File: src/design/hsv2rgb_pkg.sv
// Shared types and constants for the HSV to RGB pixel converter.
// No dependencies; imported by hsv2rgb_shade and hsv_to_rgb_converter_unit.
package hsv2rgb_pkg;

    localparam int ChanW = 8;
    localparam int PosW  = 11;    // sextant position 0..1530

    // hue*257*1530 folded into one constant multiplier
    localparam logic [18:0] PosScale = 19'd393210;
    localparam logic [26:0] PosRound = 27'd32768;

    localparam logic [PosW-1:0] SegOne   = 11'd255;
    localparam logic [PosW-1:0] SegTwo   = 11'd510;
    localparam logic [PosW-1:0] SegThree = 11'd765;
    localparam logic [PosW-1:0] SegFour  = 11'd1020;
    localparam logic [PosW-1:0] SegFive  = 11'd1275;
    localparam logic [PosW-1:0] SextantSpan = 11'd1530;

    localparam logic [ChanW-1:0] ChanMax = 8'd255;

    // load enables for the two shading stages
    typedef struct packed {
        logic en_mul;
        logic en_out;
    } t_shade_ctl;

endpackage

File: src/design/hsv2rgb_shade.sv
// Two-stage saturation and value shading of one base channel level.
// Depends on hsv2rgb_pkg.
module hsv2rgb_shade
    import hsv2rgb_pkg::*;
(
    input  logic             i_clk,
    input  t_shade_ctl       i_ctl,
    input  logic [ChanW-1:0] i_base,
    input  logic [ChanW-1:0] i_sat,
    input  logic [ChanW-1:0] i_val,
    output logic [ChanW-1:0] o_chan
);

    logic [9:0]       r_t;
    logic [9:0]       n_t;
    logic [ChanW-1:0] r_val;
    logic [ChanW-1:0] r_chan;
    logic [ChanW-1:0] n_chan;
    logic [16:0]      sat_prod;
    logic [18:0]      val_prod;

    always_comb begin
        sat_prod = 17'(i_base) * (17'(i_sat) + 17'd1);
        n_t      = 10'(sat_prod[16:8]) + 10'(ChanMax - i_sat);
        val_prod = 19'(r_t) * (19'(r_val) + 19'd1);
        // keep the low byte of the shifted product
        n_chan   = val_prod[15:8];
    end

    always_ff @(posedge i_clk) begin
        if (i_ctl.en_mul) begin
            r_t   <= n_t;
            r_val <= i_val;
        end
        if (i_ctl.en_out) begin
            r_chan <= n_chan;
        end
    end

    assign o_chan = r_chan;

endmodule

File: src/design/hsv_to_rgb_converter_unit.sv
// HSV to RGB converter: 8-bit hue, saturation, value in; 8-bit red, green, blue out.
// Every stage is registered; one beat per cycle sustained while the output is not stalled.
// Stages: hue scaling multiply, sextant ramps, saturation multiply, value multiply.
// A stalled output holds its beat while earlier stages keep filling any bubbles.
// Synchronous active-low reset clears all stage valid bits; payload is not reset.
// Depends on hsv2rgb_pkg and hsv2rgb_shade.
module hsv_to_rgb_converter_unit
    import hsv2rgb_pkg::*;
(
    input  logic             i_clk,
    input  logic             i_rst_n,
    input  logic             i_valid,
    output logic             o_ready,
    input  logic [ChanW-1:0] i_hue_in,
    input  logic [ChanW-1:0] i_sat_in,
    input  logic [ChanW-1:0] i_val_in,
    output logic             o_valid,
    input  logic             i_ready,
    output logic [ChanW-1:0] o_red_out,
    output logic [ChanW-1:0] o_green_out,
    output logic [ChanW-1:0] o_blue_out
);

    logic [3:0]       r_vld;
    logic [3:0]       en;

    logic [PosW-1:0]  r_pos;
    logic [PosW-1:0]  n_pos;
    logic [ChanW-1:0] r_sat1;
    logic [ChanW-1:0] r_val1;

    logic [ChanW-1:0] r_red;
    logic [ChanW-1:0] r_green;
    logic [ChanW-1:0] r_blue;
    logic [ChanW-1:0] n_red;
    logic [ChanW-1:0] n_green;
    logic [ChanW-1:0] n_blue;
    logic [ChanW-1:0] r_sat2;
    logic [ChanW-1:0] r_val2;

    logic [26:0]      hue_prod;
    logic [PosW-1:0]  ramp_down;
    logic [PosW-1:0]  ramp_up;
    t_shade_ctl       shade_ctl;

    // a stage loads when it is empty or its contents move on
    assign en[3]   = !r_vld[3] || i_ready;
    assign en[2]   = !r_vld[2] || en[3];
    assign en[1]   = !r_vld[1] || en[2];
    assign en[0]   = !r_vld[0] || en[1];
    assign o_ready = en[0];
    assign o_valid = r_vld[3];

    always_ff @(posedge i_clk) begin
        if (!i_rst_n) begin
            r_vld <= '0;
        end else begin
            if (en[0]) r_vld[0] <= i_valid;
            if (en[1]) r_vld[1] <= r_vld[0];
            if (en[2]) r_vld[2] <= r_vld[1];
            if (en[3]) r_vld[3] <= r_vld[2];
        end
    end

    // stage 1: scale hue to sextant position, rounding halves up
    always_comb begin
        hue_prod = 27'(i_hue_in) * 27'(PosScale);
        n_pos    = PosW'((hue_prod + PosRound) >> 16);
    end

    always_ff @(posedge i_clk) begin
        if (en[0]) begin
            r_pos  <= n_pos;
            r_sat1 <= i_sat_in;
            r_val1 <= i_val_in;
        end
    end

    // stage 2: piecewise-linear ramps
    always_comb begin
        n_red     = ChanMax;
        n_green   = '0;
        n_blue    = '0;
        ramp_down = '0;
        ramp_up   = '0;
        if (r_pos < SegTwo) begin
            ramp_down = SegTwo - r_pos;
            if (r_pos < SegOne) begin
                n_green = ChanW'(r_pos);
            end else begin
                n_red   = ChanW'(ramp_down);
                n_green = ChanMax;
            end
        end else if (r_pos < SegFour) begin
            n_red     = '0;
            ramp_up   = r_pos - SegTwo;
            ramp_down = SegFour - r_pos;
            if (r_pos < SegThree) begin
                n_green = ChanMax;
                n_blue  = ChanW'(ramp_up);
            end else begin
                n_green = ChanW'(ramp_down);
                n_blue  = ChanMax;
            end
        end else if (r_pos < SextantSpan) begin
            ramp_up   = r_pos - SegFour;
            ramp_down = SextantSpan - r_pos;
            if (r_pos < SegFive) begin
                n_red  = ChanW'(ramp_up);
                n_blue = ChanMax;
            end else begin
                n_blue = ChanW'(ramp_down);
            end
        end
    end

    always_ff @(posedge i_clk) begin
        if (en[1]) begin
            r_red   <= n_red;
            r_green <= n_green;
            r_blue  <= n_blue;
            r_sat2  <= r_sat1;
            r_val2  <= r_val1;
        end
    end

    // stages 3 and 4: shade each channel by saturation, then value
    assign shade_ctl.en_mul = en[2];
    assign shade_ctl.en_out = en[3];

    hsv2rgb_shade u_shade_red (
        .i_clk  (i_clk),
        .i_ctl  (shade_ctl),
        .i_base (r_red),
        .i_sat  (r_sat2),
        .i_val  (r_val2),
        .o_chan (o_red_out)
    );

    hsv2rgb_shade u_shade_green (
        .i_clk  (i_clk),
        .i_ctl  (shade_ctl),
        .i_base (r_green),
        .i_sat  (r_sat2),
        .i_val  (r_val2),
        .o_chan (o_green_out)
    );

    hsv2rgb_shade u_shade_blue (
        .i_clk  (i_clk),
        .i_ctl  (shade_ctl),
        .i_base (r_blue),
        .i_sat  (r_sat2),
        .i_val  (r_val2),
        .o_chan (o_blue_out)
    );

endmodule

File: config.mk
export PLATFORM = sky130hd
export DESIGN_NAME = hsv_to_rgb_converter_unit
export DESIGN_NICKNAME = d
export VERILOG_FILES = /design/src/design/hsv2rgb_pkg.sv /design/src/design/hsv2rgb_shade.sv /design/src/design/hsv_to_rgb_converter_unit.sv
export SDC_FILE = /design/constraint.sdc
export NUM_CORES = 1
export LEC_CHECK = 0
export BUFFER_PORTS_ARGS = -buffer_cell sky130_fd_sc_hd__buf_2
export CAP_MARGIN = 20
export CELL_PAD_IN_SITES_DETAIL_PLACEMENT = 0
export CELL_PAD_IN_SITES_GLOBAL_PLACEMENT = 1
export CORE_UTILIZATION = 45
export DETAILED_ROUTE_END_ITERATION = 6
export GPL_TIMING_DRIVEN = 0
export MAX_ROUTING_LAYER = met4
export PLACE_DENSITY_LB_ADDON = 0.1
export SLEW_MARGIN = 15
export SYNTH_ARGS = -nofsm -noshare
export SYNTH_HDL_FRONTEND = slang
export SYNTH_HIERARCHICAL = 1
export SYNTH_SLANG_ARGS = --single-unit
File: constraint.sdc
create_clock -name i_clk -period 8.1 [get_ports i_clk]
set_input_delay 1.62 -clock i_clk [delete_from_list [all_inputs] [get_ports i_clk]]
set_output_delay 1.62 -clock i_clk [all_outputs]
set_load 0.005 [all_outputs]
### Word-level counts from Yosys, hierarchy flattened

Cells that the tools add are included.

| operators by class | value |
|---|---|
| reductions and logical operators | 8 |
| multipliers | 7 |
| add/sub/neg operators | 12 |
| $lt $le $gt $ge | 6 |
| muxes and demuxes | 13 |

Operator list:

| operator | number |
|---|---|
| two-way mux 8 bit | 13 |
| multiplier 8 x 17 -> 17 bit | 3 |
| multiplier 10 x 19 -> 16 bit | 2 |
| adder 9 x 10 -> 10 bit | 3 |
| adder 27 x 16 -> 27 bit, second input constant | 1 |
| multiplier 8 x 18 -> 26 bit, second input constant | 1 |
| subtractor 8 bit, first input constant | 3 |
| less-than comparator 11 x 10 -> 1 bit, second input constant | 2 |
| less-than comparator 11 bit, second input constant | 2 |
| adder 8 x 1 -> 9 bit, second input constant | 2 |
| multiplier 10 x 9 -> 16 bit | 1 |
| subtractor 8 bit, second input constant | 2 |
| less-than comparator 11 x 8 -> 1 bit, second input constant | 1 |
| less-than comparator 11 x 9 -> 1 bit, second input constant | 1 |
| subtractor 8 x 8 -> 9 bit, first input constant | 1 |
| logical NOT 1 bit | 4 |
| logical OR 1 bit | 4 |

| storage, ports and cells | value |
|---|---|
| register bits | 133 |
| output and inout bits | 26 |

### Longest topological paths before layout

| depth | value |
|---|---|
| word-level depth | 5 |
| mapped depth | 26 |
| depth with buffers taken out | 26 |

### Modules after synthesis

Netlist, hierarchy kept.

Modules (own cells, without submodules):

| module | instances | seq. area each (µm²) | cells each | area an instance (µm²) |
|---|---|---|---|---|
| hsv2rgb_shade at u_shade_red | 1 | 780.7 | 600 | 5,818.1 |
| hsv2rgb_shade at u_shade_green | 1 | 780.7 | 608 | 5,810.6 |
| hsv2rgb_shade at u_shade_blue | 1 | 780.7 | 589 | 5,726.7 |
| hsv_to_rgb_converter_unit | 1 | 2,092.0 | 545 | 5,629.1 |

### Worst setup path before layout

No wires, ideal clock.

| path | value |
|---|---|
| kind | input to register |
| from | input port i_hue_in[5] |
| to | register r_pos[5], data pin |
| library setup time | 0.258 ns |
| buffers on the path | 0 |
| arrival | 6.077 ns |
| stages on the path | 14 |
| setup slack | 1.766 ns |
| path through | fa_1 -> fa_1 -> fa_1 -> fa_1 -> ha_1 -> a2111oi_4 -> o21ai_2 -> a32oi_2 -> xnor2_1 -> ha_1 -> nand3_1 -> or4b_1 -> nand3b_1 -> xnor2_1 |

| on the way | value |
|---|---|
| word-level cells in the longest chain between the ends | 2 |

RTL lines:

| element | line | source |
|---|---|---|
| from (decl) | hsv_to_rgb_converter_unit.sv:14 | `input logic [ChanW-1:0] i_hue_in,` |
| multiplier 8 x 18 -> 26 bit | hsv_to_rgb_converter_unit.sv:67 | `hue_prod = 27'(i_hue_in) * 27'(PosScale);` |
| adder 27 x 16 -> 27 bit | hsv_to_rgb_converter_unit.sv:68 | `n_pos = PosW'((hue_prod + PosRound) >> 16);` |
| via n_pos[5] | hsv_to_rgb_converter_unit.sv:28 | `logic [PosW-1:0] n_pos;` |
| to (signal assigned) | hsv_to_rgb_converter_unit.sv:73 | `r_pos <= n_pos;` |
| to (decl) | hsv_to_rgb_converter_unit.sv:27 | `logic [PosW-1:0] r_pos;` |

The timed path passes the listed nets, and every way through them passes these cells.
A chain may end at the register's enable or synchronous reset.

### Worst setup path after layout

| path | value |
|---|---|
| from | register r_sat2[0] |
| to | register u_shade_green.r_t[8], data pin |

| on the way | value |
|---|---|
| word-level cells in the longest chain between the ends | 3 |
| elaborated cells between the ends (all ways) | 4 |
| those cells by class | add/sub: 3; mul: 1 |

RTL lines:

| element | line | source |
|---|---|---|
| from (decl) | hsv_to_rgb_converter_unit.sv:38 | `logic [ChanW-1:0] r_sat2;` |
| from (signal assigned) | hsv_to_rgb_converter_unit.sv:122 | `r_sat2 <= r_sat1;` |
| adder 8 x 1 -> 9 bit | hsv2rgb_shade.sv:23 | `sat_prod = 17'(i_base) * (17'(i_sat) + 17'd1);` |
| multiplier 8 x 17 -> 17 bit | hsv2rgb_shade.sv:23 |  |
| adder 9 x 10 -> 10 bit (*) | hsv2rgb_shade.sv:24 | `n_t = 10'(sat_prod[16:8]) + 10'(ChanMax - i_sat);` |
| via u_shade_green.n_t[8] | hsv2rgb_shade.sv:15 | `logic [9:0] n_t;` |
| to (signal assigned) | hsv2rgb_shade.sv:32 | `r_t <= n_t;` |
| to (decl) | hsv2rgb_shade.sv:14 | `logic [9:0] r_t;` |

The timed path passes the listed nets; every way through them passes the cells marked *.

==> run summary <==
Clocking
* total CTS buffers: 17
* latest clock arrival within the worst-skew pair: 0.49 ns
* clock tree from TritonCTS: built
* PostCTS Resize Cnt: 0
* TritonCTS sink count: 149
* clock-pin slew on the worst setup and hold paths: 0.07 ns
* clock tree buffer depth: 2
* post-CTS setup buffers: 0
* clock root cell: sky130_fd_sc_hd__clkbuf_16
* maximum level of the CTS H-tree: 4
* cts-stage hold buffer count: 0

Place
* Final HPWL DP: 40,290 microns
* count of buffers inserted at the top-level ports: 53
* final weighted congestion in routability-driven placement: 0.8394
* Cells after DPL: 3,071

Floorplan
* width of the die: 228 microns
* height of the die: 228 microns
* full die area: 51,980 sq um
* area of the placeable core: 50,270 sq um
* initial standard-cell utilization of the core: 45.72%
* count of pins on the block boundary: 54
* std cell rows: 82

Synthesis
* mean instance size in the synthesized netlist: 9.814 sq um
* sequential share of the synthesized area: 19.29%
* share of synthesized registers carrying an async set or reset: 0%
* syn_nets: 2,951
* Syn Inst Count: 2,342
* number of distinct library cells after synthesis: 87
* flop and latch count out of synthesis: 149
* Primary FF master, synth: sky130_fd_sc_hd__edfxtp_1
* Mapped Area: 22,980 sq um
* number of enable flip-flop cells after synthesis: 145
* warnings from Yosys: 6

Critical path
* crit path kind: register to register
* worst-path cell chain: inv_1 -> nor3_1 -> nand3_1 -> xnor2_1 -> nand2b_1 -> fa_1 -> fa_1 -> inv_1 -> fa_1 -> fa_1 -> ha_1 -> a2111o_1 -> a41oi_2 -> nor2_1 -> xor2_1 -> ha_1 -> fa_1 -> a21o_1 -> a211oi_1 -> nor2_1 -> o41ai_1 -> xor2_1
* worst setup slack for register-to-register paths: 0.60 ns
* startpoint of the lowest-slack register-to-register path: r_sat2[0]
* kind of start point of the critical path: register
* critical path endpoint category: register
* number of cells traversed by the worst register-to-register path: 22
* worst path arrival time: 7.72 ns
* cell type of the slowest stage on the worst timing path: sky130_fd_sc_hd__edfxtp_1
* cell mode on critical path: sky130_fd_sc_hd__fa_1
* CP Max Fanout: 14
* Critical R2R Capture: u_shade_green/r_t[8]
* data required time of the worst path: 8.32 ns
* delay of the slowest critical-path stage: 0.85 ns

Layout
* non-filler cells, final: 3,105
* number of nets in the finished design: 3,029
* most common library cell in the layout ignoring fill and taps: sky130_fd_sc_hd__inv_1
* share of layout cells above drive strength 1: 5.590%
* area grow syn2layout: 7.980%
* diode count: 0
* top library cells by usage in the layout, fill and taps aside: sky130_fd_sc_hd__inv_1 (403), sky130_fd_sc_hd__fa_1 (320), sky130_fd_sc_hd__ha_1 (261)

Timing
* count of final max-slew check failures: 0
* Max Clock Freq: 0.1333 GHz
* final cycle utilization of the critical path: 92.60%
* min Tclk post-route: 7.500 ns
* hold violation total from the final report: 0
* Slew HR: 30.91%
* skew final: 0.01265 ns
* final sum of negative setup slack: 0 ns
* setup repair after global routing missed its margin: false
* transition time at the pin with the least slew margin: 1.029 ns
* number of endpoints failing setup at the final stage: 0

Global route
* global routing usage summed across all routing layers: 20.80%
* via count of the first global-routing pass: 17,010
* global-route wire length before repair: 84,320 microns
* GR Overflow Total: 0
* maximum number of pins on one net before global-route repair: 37
* number of antenna violations at the first check in global routing: 1

Worst hold path
* classification of the worst-slack hold path: register to register
* min-delay src: r_val1[0]
* number of instances on the worst hold path: 0
* Hold Path End: r_val2[0]

Run status
* status: complete, no violations

Route
* number of iterations in the first detailed-routing pass: 7
* average via count per standard cell: 5.033
* drt wl/cell: 15.88 microns
* Initial DRC Count: 649
* routed vias: 15,630
* Routed Antenna Nets: 0
* DRC errors left: 0
* sum of routed wire length over all layers: 49,310 microns

Run
* total of max-cap violations: 0

## critical path: cells and delay by family, from the launching register on
kind,cells,cell delay [ns]
buf+inv,2,0.36
simple gates,5,0.77
flops,1,0.85
fa+ha+maj,7,2.82
xor+xnor,3,1.02
compound gates,5,1.41
## per-layer routing
metal | routed length [microns] | vias up | track usage (%)
met3 | 1172 | 31 | 3.200
met5 | 0 | - | -
met2 | 23900 | 158 | 34.73
met4 | 556 | 0 | 4.551
li1 | - | 7702 | -
met1 | 23680 | 7737 | 26.68
## how the worst max path moves through the flow
stage,startpoint,end,cells after the start
2_1_floorplan,i_hue_in[5],r_pos[5],14
3_3_place_gp,r_sat2[0],u_shade_green/r_t[8],22
3_5_place_dp,r_sat2[0],u_shade_green/r_t[8],22
4_1_cts,r_sat2[0],u_shade_green/r_t[8],22
5_1_grt,r_sat2[0],u_shade_green/r_t[9],24
6_report,r_sat2[0],u_shade_green/r_t[8],22
## cells by family (layout without fill, tap and decap cells)
family / Yosys count / after routing / share of synthesized area (%)
buffers and inverters: 442 / 533 / 7.245
DFF: 149 / 149 / 19.29
adders and majority gates: 581 / 581 / 42.08
xor gates and xnor gates: 155 / 155 / 6.277
and+or+nand+nor: 751 / 751 / 17.26
AOI/OAI and AO/OA: 262 / 262 / 7.752
muxes: 2 / 2 / 0.09254
## synth_stat cells (all sizes together) (5+ instances only)
cell type | n | area [sq um]
inv | 404 | 1516
fa | 320 | 6406
ha | 261 | 3266
nand2 | 214 | 803.3
nor2b | 146 | 913.4
edfxtp | 145 | 4354
and2 | 116 | 725.7
xnor2 | 91 | 819.5
nor2 | 86 | 325.3
a21oi | 69 | 360.3
nand2b | 69 | 431.7
o21ai | 69 | 352.8
xor2 | 60 | 533.0
nand3 | 39 | 195.2
clkbuf | 29 | 108.9
a21o | 19 | 142.6
o21a | 19 | 142.6
nor3 | 16 | 80.08
a211oi | 14 | 115.1
nand4 | 11 | 68.82
o211ai | 11 | 92.58
a31oi | 10 | 62.56
and3 | 10 | 62.56
buf | 9 | 40.03
and2b | 8 | 62.56
a311oi | 7 | 85.08
or3 | 7 | 48.80
nand4b | 5 | 43.79
nor4 | 5 | 37.53
o21bai | 5 | 41.29
o31a | 5 | 52.55
## stage by stage
step                hold WS (ns)  util [%]  area, sq um  setup WS (ns)
floorplan                 0.4003         -        22980          1.766
CTS                       0.4206     49.27        24770         0.3318
global placement          0.4007     47.92        24090         0.3311
global route              0.4262     49.37        24820         0.1138
detailed placement        0.4054     48.09        24170         0.3698
finish                    0.4182     49.37        24820         0.5998
## state kept, by name, summed over array words and instances, names as in the netlist, 10 cells and up
name,cells
r_pos,11
u_shade_red/r_t,10
u_shade_blue/r_t,10
u_shade_green/r_t,10
## area by class of cell
cell class / count / area, sq um
clock inverters: 15 / 170.2
well taps: 672 / 840.8
fillers: 4808 / 25450
multi-input cells: 1751 / 16910
inverters: 404 / 1516
clock buffers: 17 / 425.4
repair buffers: 59 / 374.1
plain buffers: 38 / 148.9
flip-flops and latches: 149 / 4434
Power is not shown: default switching activity piles up to over one toggle a cycle in this logic, so the estimate is an artifact.
